### config.mk
export PLATFORM = sky130hd
export DESIGN_NAME = ev_pilot_charge_controller_top
export DESIGN_NICKNAME = d
export VERILOG_FILES = /design/src/hw/rtl/pcc_pkg.sv /design/src/hw/rtl/pcc_cfg.sv /design/src/hw/rtl/pcc_core.sv /design/src/hw/rtl/ev_pilot_charge_controller_top.sv
export SDC_FILE = /design/constraint.sdc
export NUM_CORES = 1
export LEC_CHECK = 0
export BUFFER_PORTS_ARGS = -buffer_cell sky130_fd_sc_hd__buf_4
export CELL_PAD_IN_SITES_DETAIL_PLACEMENT = 1
export CELL_PAD_IN_SITES_GLOBAL_PLACEMENT = 1
export CORE_MARGIN = 5
export CORE_UTILIZATION = 40
export DETAILED_ROUTE_END_ITERATION = 8
export GPL_TIMING_DRIVEN = 0
export PLACE_DENSITY = 0.75
export RECOVER_POWER = 50
export SLEW_MARGIN = 20
export SYNTH_ARGS = -nofsm -noshare
export SYNTH_HDL_FRONTEND = slang
export SYNTH_SLANG_ARGS = --single-unit
### constraint.sdc
create_clock -name clk -period 12 [get_ports clk]
set_clock_uncertainty 0.15 [all_clocks]
set_input_delay 2.4 -clock clk [delete_from_list [all_inputs] [get_ports clk]]
set_output_delay 2.4 -clock clk [all_outputs]
set_load 0.01 [all_outputs]
### src/hw/rtl/pcc_pkg.sv
package pcc_pkg;

	localparam int unsigned ACTION_W = 2;
	localparam int unsigned SAMPLE_W = 12;
	localparam int unsigned FILTER_W = 16;
	localparam int unsigned ALPHA_W  = 8;
	localparam int unsigned THR_W    = 12;
	localparam int unsigned DUTY_W   = 10;
	localparam int unsigned MODE_W   = 3;
	localparam int unsigned CFG_IDX_W = 3;
	localparam int unsigned CFG_DATA_W = 12;

	typedef enum logic [ACTION_W-1:0] {
		ACT_SAMPLE = 2'd0,
		ACT_TICK   = 2'd1,
		ACT_BUTTON = 2'd2,
		ACT_NONE   = 2'd3
	} action_t;

	typedef enum logic [4:0] {
		ST_NC        = 5'b00001,
		ST_CONNECTED = 5'b00010,
		ST_CHARGE    = 5'b00100,
		ST_ERROR     = 5'b01000,
		ST_DISABLED  = 5'b10000
	} state_t;

	localparam logic [MODE_W-1:0] MODE_NC        = 3'd0;
	localparam logic [MODE_W-1:0] MODE_CONNECTED = 3'd1;
	localparam logic [MODE_W-1:0] MODE_CHARGE    = 3'd2;
	localparam logic [MODE_W-1:0] MODE_ERROR     = 3'd3;
	localparam logic [MODE_W-1:0] MODE_DISABLED  = 3'd4;

	localparam logic [CFG_IDX_W-1:0] REG_FILTER_ALPHA = 3'd0;
	localparam logic [CFG_IDX_W-1:0] REG_CONNECT_LOW  = 3'd1;
	localparam logic [CFG_IDX_W-1:0] REG_CONNECT_HIGH = 3'd2;
	localparam logic [CFG_IDX_W-1:0] REG_CHARGE_LOW   = 3'd3;
	localparam logic [CFG_IDX_W-1:0] REG_CHARGE_HIGH  = 3'd4;
	localparam logic [CFG_IDX_W-1:0] REG_FAULT_BELOW  = 3'd5;
	localparam logic [CFG_IDX_W-1:0] REG_UNPLUG_LOW   = 3'd6;
	localparam logic [CFG_IDX_W-1:0] REG_UNPLUG_HIGH  = 3'd7;

	localparam logic [ALPHA_W-1:0] RST_FILTER_ALPHA = 8'd13;
	localparam logic [THR_W-1:0]   RST_CONNECT_LOW  = 12'd2111;
	localparam logic [THR_W-1:0]   RST_CONNECT_HIGH = 12'd2674;
	localparam logic [THR_W-1:0]   RST_CHARGE_LOW   = 12'd1267;
	localparam logic [THR_W-1:0]   RST_CHARGE_HIGH  = 12'd1830;
	localparam logic [THR_W-1:0]   RST_FAULT_BELOW  = 12'd281;
	localparam logic [THR_W-1:0]   RST_UNPLUG_LOW   = 12'd2955;
	localparam logic [THR_W-1:0]   RST_UNPLUG_HIGH  = 12'd3518;

	localparam logic [FILTER_W-1:0] FILTER_RESET = 16'd19859;
	localparam logic [DUTY_W-1:0]   DUTY_OFF     = 10'd0;
	localparam logic [DUTY_W-1:0]   DUTY_CONNECT = 10'd510;

	typedef struct packed {
		logic [ALPHA_W-1:0] filter_alpha;
		logic [THR_W-1:0]   connect_low;
		logic [THR_W-1:0]   connect_high;
		logic [THR_W-1:0]   charge_low;
		logic [THR_W-1:0]   charge_high;
		logic [THR_W-1:0]   fault_below;
		logic [THR_W-1:0]   unplug_low;
		logic [THR_W-1:0]   unplug_high;
	} cfg_t;

	typedef struct packed {
		action_t             action;
		logic [SAMPLE_W-1:0] adc_sample;
		logic                button_level;
	} item_t;

	typedef struct packed {
		logic [MODE_W-1:0]   mode;
		logic                relay_on;
		logic [DUTY_W-1:0]   pilot_duty;
		logic [SAMPLE_W-1:0] filtered_level;
		logic                mode_changed;
	} result_t;

	function automatic logic [MODE_W-1:0] mode_code(input state_t s);
		logic [MODE_W-1:0] m;
		unique case (s)
			ST_NC:        m = MODE_NC;
			ST_CONNECTED: m = MODE_CONNECTED;
			ST_CHARGE:    m = MODE_CHARGE;
			ST_ERROR:     m = MODE_ERROR;
			default:      m = MODE_DISABLED;
		endcase
		return m;
	endfunction

endpackage

### src/hw/rtl/pcc_cfg.sv
module pcc_cfg (
	input  logic                              clk,
	input  logic                              arst_n,
	input  logic                              cfg_valid,
	output logic                              cfg_ready,
	input  logic [pcc_pkg::CFG_IDX_W-1:0]     cfg_index,
	input  logic [pcc_pkg::CFG_DATA_W-1:0]    cfg_data,
	output pcc_pkg::cfg_t                     cfg
);

	pcc_pkg::cfg_t cfg_q;

	assign cfg_ready = 1'b1;
	assign cfg = cfg_q;

	always_ff @(posedge clk or negedge arst_n) begin
		if (!arst_n) begin
			cfg_q.filter_alpha <= pcc_pkg::RST_FILTER_ALPHA;
			cfg_q.connect_low  <= pcc_pkg::RST_CONNECT_LOW;
			cfg_q.connect_high <= pcc_pkg::RST_CONNECT_HIGH;
			cfg_q.charge_low   <= pcc_pkg::RST_CHARGE_LOW;
			cfg_q.charge_high  <= pcc_pkg::RST_CHARGE_HIGH;
			cfg_q.fault_below  <= pcc_pkg::RST_FAULT_BELOW;
			cfg_q.unplug_low   <= pcc_pkg::RST_UNPLUG_LOW;
			cfg_q.unplug_high  <= pcc_pkg::RST_UNPLUG_HIGH;
		end else if (cfg_valid && cfg_ready) begin
			unique case (cfg_index)
				pcc_pkg::REG_FILTER_ALPHA: cfg_q.filter_alpha <= cfg_data[pcc_pkg::ALPHA_W-1:0];
				pcc_pkg::REG_CONNECT_LOW:  cfg_q.connect_low  <= cfg_data;
				pcc_pkg::REG_CONNECT_HIGH: cfg_q.connect_high <= cfg_data;
				pcc_pkg::REG_CHARGE_LOW:   cfg_q.charge_low   <= cfg_data;
				pcc_pkg::REG_CHARGE_HIGH:  cfg_q.charge_high  <= cfg_data;
				pcc_pkg::REG_FAULT_BELOW:  cfg_q.fault_below  <= cfg_data;
				pcc_pkg::REG_UNPLUG_LOW:   cfg_q.unplug_low   <= cfg_data;
				pcc_pkg::REG_UNPLUG_HIGH:  cfg_q.unplug_high  <= cfg_data;
				default: ;
			endcase
		end
	end

endmodule

### src/hw/rtl/pcc_core.sv
module pcc_core (
	input  logic             clk,
	input  logic             arst_n,
	input  logic             step,
	input  pcc_pkg::item_t   item,
	input  pcc_pkg::cfg_t    cfg,
	output pcc_pkg::result_t result
);

	pcc_pkg::state_t               state_q, state_d;
	logic [pcc_pkg::FILTER_W-1:0]  filter_q, filter_d;
	logic                          relay_q, relay_d;
	logic [pcc_pkg::DUTY_W-1:0]    duty_q, duty_d;
	logic                          button_q, button_d;

	logic signed [pcc_pkg::FILTER_W:0]    diff;
	logic signed [pcc_pkg::FILTER_W+9:0]  acc;
	logic                                 in_connect, in_charge, in_unplug, below_fault;

	// Window bounds are in whole counts; the filter carries four fraction bits.
	function automatic logic in_window(
		input logic [pcc_pkg::THR_W-1:0]    lo,
		input logic [pcc_pkg::THR_W-1:0]    hi,
		input logic [pcc_pkg::FILTER_W-1:0] f
	);
		return ({lo, 4'b0000} < f) && (f < {hi, 4'b0000});
	endfunction

	// (a*s + (256-a)*f) rewritten as 256*f + a*(s-f), so one multiplier serves.
	assign diff = $signed({1'b0, item.adc_sample, 4'b0000}) - $signed({1'b0, filter_q});
	assign acc  = $signed({2'b00, filter_q, 8'h80})
		+ $signed({1'b0, cfg.filter_alpha}) * diff;

	assign in_connect  = in_window(cfg.connect_low, cfg.connect_high, filter_q);
	assign in_charge   = in_window(cfg.charge_low, cfg.charge_high, filter_q);
	assign in_unplug   = in_window(cfg.unplug_low, cfg.unplug_high, filter_q);
	assign below_fault = filter_q < {cfg.fault_below, 4'b0000};

	always_comb begin
		state_d  = state_q;
		filter_d = filter_q;
		relay_d  = relay_q;
		duty_d   = duty_q;
		button_d = button_q;
		unique case (item.action)
			pcc_pkg::ACT_SAMPLE: begin
				filter_d = acc[pcc_pkg::FILTER_W+7:8];
			end
			pcc_pkg::ACT_TICK: begin
				unique case (state_q)
					pcc_pkg::ST_NC: begin
						relay_d = 1'b0;
						duty_d  = pcc_pkg::DUTY_OFF;
						if (in_connect)
							state_d = pcc_pkg::ST_CONNECTED;
					end
					pcc_pkg::ST_CONNECTED: begin
						duty_d = pcc_pkg::DUTY_CONNECT;
						if (in_charge)
							state_d = pcc_pkg::ST_CHARGE;
					end
					pcc_pkg::ST_CHARGE: begin
						relay_d = 1'b1;
						// An unplugged level takes precedence over a fault.
						priority if (in_unplug)
							state_d = pcc_pkg::ST_NC;
						else if (below_fault)
							state_d = pcc_pkg::ST_ERROR;
					end
					pcc_pkg::ST_ERROR: begin
						relay_d = 1'b0;
						if (in_unplug)
							state_d = pcc_pkg::ST_NC;
					end
					default: ;
				endcase
			end
			pcc_pkg::ACT_BUTTON: begin
				if (item.button_level && !button_q)
					state_d = pcc_pkg::ST_NC;
				button_d = item.button_level;
			end
			pcc_pkg::ACT_NONE: ;
		endcase
	end

	always_ff @(posedge clk or negedge arst_n) begin
		if (!arst_n) begin
			state_q  <= pcc_pkg::ST_DISABLED;
			filter_q <= pcc_pkg::FILTER_RESET;
			relay_q  <= 1'b0;
			duty_q   <= pcc_pkg::DUTY_OFF;
			button_q <= 1'b0;
		end else if (step) begin
			state_q  <= state_d;
			filter_q <= filter_d;
			relay_q  <= relay_d;
			duty_q   <= duty_d;
			button_q <= button_d;
		end
	end

	assign result.mode           = pcc_pkg::mode_code(state_d);
	assign result.relay_on       = relay_d;
	assign result.pilot_duty     = duty_d;
	assign result.filtered_level = filter_d[pcc_pkg::FILTER_W-1:4];
	assign result.mode_changed   = state_d != state_q;

endmodule

### src/hw/rtl/ev_pilot_charge_controller_top.sv
// Control-pilot controller for an EV charging point.
// Input channel (in_valid/in_stall): each item is an ADC sample of the pilot
// level, a control tick or a connector button level, selected by action.
// Output channel (out_valid/out_stall): exactly one status item per input
// item, in order: mode, relay drive, pilot PWM compare, filtered level and a
// flag telling whether this item changed the mode.
// Configuration (cfg_valid/cfg_ready, cfg_index, cfg_data): eight registers,
// alpha first and then the window bounds and fault level in ADC counts.
// cfg_ready is always high; write only while no item is in flight.
// An accepted item is held in the input register, processed by the core
// and its status offered from the result register. One item per cycle is
// sustained while out_stall is low; the filter's single multiply-accumulate
// and the window compares sit between the input register and the result
// register.
// Reset puts the controller in Disabled with the relay open, duty zero and
// the filter at one volt; only a rising button edge leaves Disabled.
// While out_stall is high the status item holds; the input register fills
// and then in_stall rises until the output is taken.
module ev_pilot_charge_controller_top (
	input  logic                               clk,
	input  logic                               arst_n,
	input  logic                               in_valid,
	output logic                               in_stall,
	input  logic [pcc_pkg::ACTION_W-1:0]       action,
	input  logic [pcc_pkg::SAMPLE_W-1:0]       adc_sample,
	input  logic                               button_level,
	output logic                               out_valid,
	input  logic                               out_stall,
	output logic [pcc_pkg::MODE_W-1:0]         mode,
	output logic                               relay_on,
	output logic [pcc_pkg::DUTY_W-1:0]         pilot_duty,
	output logic [pcc_pkg::SAMPLE_W-1:0]       filtered_level,
	output logic                               mode_changed,
	input  logic                               cfg_valid,
	output logic                               cfg_ready,
	input  logic [pcc_pkg::CFG_IDX_W-1:0]      cfg_index,
	input  logic [pcc_pkg::CFG_DATA_W-1:0]     cfg_data
);

	pcc_pkg::cfg_t    cfg;
	pcc_pkg::item_t   item_s1;
	logic             valid_s1;
	pcc_pkg::result_t result;
	pcc_pkg::result_t res_s2;
	logic             valid_s2;
	logic             adv_s2;
	logic             step;

	assign adv_s2   = !valid_s2 || !out_stall;
	assign step     = valid_s1 && adv_s2;
	assign in_stall = valid_s1 && !adv_s2;

	pcc_cfg u_cfg (
		.clk       (clk),
		.arst_n    (arst_n),
		.cfg_valid (cfg_valid),
		.cfg_ready (cfg_ready),
		.cfg_index (cfg_index),
		.cfg_data  (cfg_data),
		.cfg       (cfg)
	);

	always_ff @(posedge clk or negedge arst_n) begin
		if (!arst_n) begin
			valid_s1 <= 1'b0;
		end else if (!in_stall) begin
			valid_s1 <= in_valid;
		end
	end

	// The item register starts from a known action so the decode never sees an
	// undefined selector before the first item arrives.
	always_ff @(posedge clk or negedge arst_n) begin
		if (!arst_n) begin
			item_s1 <= '0;
		end else if (in_valid && !in_stall) begin
			item_s1.action       <= pcc_pkg::action_t'(action);
			item_s1.adc_sample   <= adc_sample;
			item_s1.button_level <= button_level;
		end
	end

	pcc_core u_core (
		.clk    (clk),
		.arst_n (arst_n),
		.step   (step),
		.item   (item_s1),
		.cfg    (cfg),
		.result (result)
	);

	always_ff @(posedge clk or negedge arst_n) begin
		if (!arst_n) begin
			valid_s2 <= 1'b0;
		end else if (adv_s2) begin
			valid_s2 <= valid_s1;
		end
	end

	always_ff @(posedge clk) begin
		if (step) begin
			res_s2 <= result;
		end
	end

	assign out_valid      = valid_s2;
	assign mode           = res_s2.mode;
	assign relay_on       = res_s2.relay_on;
	assign pilot_duty     = res_s2.pilot_duty;
	assign filtered_level = res_s2.filtered_level;
	assign mode_changed   = res_s2.mode_changed;

endmodule

==> impl_metrics.ini <==
[run_status]
status = finished with violations
violations = capacitance limit, slew limit

[global_route]
grt_pass1_wl_mm = 61.0
track_usage = 0.199
antenna_found_initial = 0
grt_pass1_vias = 11300
grt_overflow = 0
grt_max_degree = 95

[layout]
syn2layout_area_growth_pct = 11.7
fill_cells = 3942
drive_gt1_frac = 0.174
final_nets = 1752
regArea_sq_um = 4440
multi_input_area_sq_um = 8560

[worst_setup_path]
max_stage_delay_ps = 3810
crit_chain = clkbuf_1 -> clkbuf_1
worst-path-buf-inv = 2
worstSetupPathType = input pin to asynchronous set/reset pin
cp.required_ps = 11130
critPathArrivalTime_ps = 8150
critPathSlowestCell = clkbuf_1
critical_path.endpoint_type = asynchronous set/reset pin
crit_top_cell = clkbuf_1
cp-start-kind = input pin
cp_max_fo = 94
path_delay_family = buffers and inverters

[synthesis]
avgSynthCellArea_sq_um = 10.1
ys_ff_latch = 169
ys_seq_area_frac = 0.318
synthXorXnorAreaFrac = 0.0225
synthFlopType = dfrtp_1
synth_compound_area_frac = 0.0972
synth_nets = 1670
yosys.area_share.adder = 0.294
yosys_warnings = 0
synth.distinct_cells = 66
synthSimpleGateAreaFrac = 0.121
synth_top_family_by_area = adder cells
synth.area.mux_share = 0.0782
synth-async-reset-ratio = 0.840
synth_edf_count = 27
netlist_instances = 1378
synth_area_sq_um = 14000

[sta]
worst_pin_slew_ps = 5290
hold_violations = 0
fin_crit_sh = 0.752
rsz0062_at_grt = no
slew_headroom = -2.53
setup_tns_ps = 0
drv_slew = 145
fmax_ghz = 0.111
period_minus_slack_ps = 9020
finalSetupViolCount = 0

[floorplanning]
core-area_sq_um = 34500
row_count = 68
die_x_um = 197
die_y_um = 197
initial_utilization = 0.405
dieArea_sq_um = 38800
io_pins = 65

[clocking]
path_clk_slew_ps = 70
cts_resized = 0
cts_tree = built
cts_setup_buffers = 0
cts-root-buf = clkbuf_16
holdBufCountCts = 0
cts_made_buffers = 17
h-tree-depth = 4
clock_sinks = 169
cts_buffer_depth = 2
clk_latency_ps = 450

[routing]
vias_per_cell = 5.27
drc = 0
dr.pass1.iters = 5
drt-initial-drc-count = 527
wl_per_cell_um = 19.1
vias = 10200
wl_mm = 36.9
ant_nets = 0

[run]
drv_cap = 2

[placed_design]
io_buffers = 61
dp_hpwl_mm = 29.7
place_congestion = 0.840

[worst_hold_path]
hold_path.class = register to register
[logic make-up after synthesis]
| kind of cell | Yosys count |
|---|---|
| xor gates and xnor gates | 35 |
| other | 1 |
| DFF | 169 |
| muxes | 97 |
| buffers and inverters | 259 |
| adders and majority gates | 257 |
| AOI/OAI and AO/OA | 207 |
| and+or+nand+nor | 353 |
[cell type report]
cell class,count,share of cell area
Multi-Input combinational cell,950,0.548
Antenna cell,1,0.000160
Buffer,37,0.00922
Sequential cell,169,0.284
Tap cell,455,0.0365
Clock buffer,17,0.0273
Clock inverter,15,0.0117
Inverter,222,0.0534
Timing Repair Buffer,63,0.0292
[Yosys cell counts (3+ instances only)]
cell | number | share of area
a211oi_1 | 8 | 0.0043
a21boi_0 | 5 | 0.0027
dfstp_2 | 58 | 0.11
o211ai_1 | 6 | 0.0032
nor3b_1 | 7 | 0.0038
mux2_2 | 97 | 0.078
nand2b_1 | 9 | 0.0040
a21o_1 | 15 | 0.0081
edfxtp_1 | 27 | 0.058
nand4_1 | 4 | 0.0018
o21bai_1 | 3 | 0.0016
a211o_1 | 4 | 0.0025
and3_1 | 9 | 0.0040
ha_1 | 139 | 0.12
a31oi_1 | 13 | 0.0058
xnor2_1 | 24 | 0.015
xor2_1 | 10 | 0.0063
nor3_1 | 14 | 0.0050
o21a_1 | 15 | 0.0081
o2111ai_1 | 3 | 0.0019
buf_1 | 5 | 0.0013
a2111oi_0 | 6 | 0.0038
nand3_1 | 12 | 0.0043
fa_1 | 118 | 0.17
nor2_1 | 44 | 0.012
clkbuf_1 | 31 | 0.0083
o21ai_0 | 65 | 0.023
nor4_1 | 3 | 0.0013
nand4b_1 | 3 | 0.0019
a21oi_1 | 32 | 0.011
o31ai_1 | 4 | 0.0021
nand2_1 | 168 | 0.045
inv_1 | 222 | 0.060
and2_1 | 69 | 0.031
dfrtp_1 | 84 | 0.15
a31o_2 | 4 | 0.0025
[routing by layer]
layer	vias up	wire, um	GRT usage
li1	4720	-	-
met1	5293	16100	0.257
met2	129	19200	0.354
met3	33	1140	0.0332
met4	0	469	0.0426
met5	-	0	0
[per-stage QoR]
stage,std cells,instance area (sq um),setup slack [ps],utilization,hold WS [ps]
2_1_floorplan,1378,14000,4750,-,296
3_3_place_gp,1894,15000,3550,0.434,314
3_5_place_dp,1896,15100,3330,0.436,338
4_1_cts,1928,15700,3230,0.454,350
5_1_grt,1928,15600,1520,0.452,369
6_report,1929,15600,2980,0.452,348
[worst paths after layout]
| check | from | to | slack [ps] | cells after the start |
|---|---|---|---|---|
| min in group asynchronous | arst_n | u_core.state_q[3] | 2630 | 1 |
| max in group clk | u_core.filter_q[4] | filtered_level[9] | 3280 | 28 |
| worst min-delay path | u_core.filter_q[1] | u_core.filter_q[1] | 350 | 2 |
| worst max-delay path | arst_n | u_cfg.cfg[59] | 2980 | 2 |
| worst min register to register | u_core.filter_q[1] | u_core.filter_q[1] | 350 | 2 |
| worst max register to register | u_core.filter_q[4] | filtered_level[9] | 3280 | 28 |
[sequential cells by signal (all words and copies together) (netlist names)]
| signal | flops |
|---|---|
| filtered_level | 12 |
| item_s1 | 15 |
| mode | 3 |
| mode_changed | 1 |
| out_valid | 1 |
| pilot_duty | 10 |
| relay_on | 1 |
| u_cfg.cfg | 92 |
| u_core.button_q | 1 |
| u_core.duty_q | 10 |
| u_core.filter_q | 16 |
| u_core.relay_q | 1 |
| u_core.state_q | 5 |
| valid_s1 | 1 |
[cells in the final DEF, fill, tap and decap left out, types with 4 or more instances in the layout]
cell type / instances
nand3_1: 12
xnor2_1: 24
nand2_1: 168
edfxtp_1: 27
a21o_1: 15
mux2_2: 97
fa_1: 118
inv_8: 4
xor2_1: 10
a21boi_0: 5
a211o_1: 4
buf_1: 4
and3_1: 9
nor2_1: 44
and2_1: 69
buf_4: 52
clkbuf_16: 17
o211ai_1: 6
a31oi_1: 13
a31o_2: 4
nand4_1: 4
nor3b_1: 7
o31ai_1: 4
dfstp_2: 58
nor3_1: 14
clkbuf_1: 41
dfrtp_1: 84
o21ai_0: 65
ha_1: 139
a2111oi_0: 6
a21oi_1: 32
a211oi_1: 8
inv_1: 222
nand2b_1: 9
o21a_1: 15
Power is not shown: default switching activity piles up to over one toggle a cycle in this logic, so the estimate is an artifact.
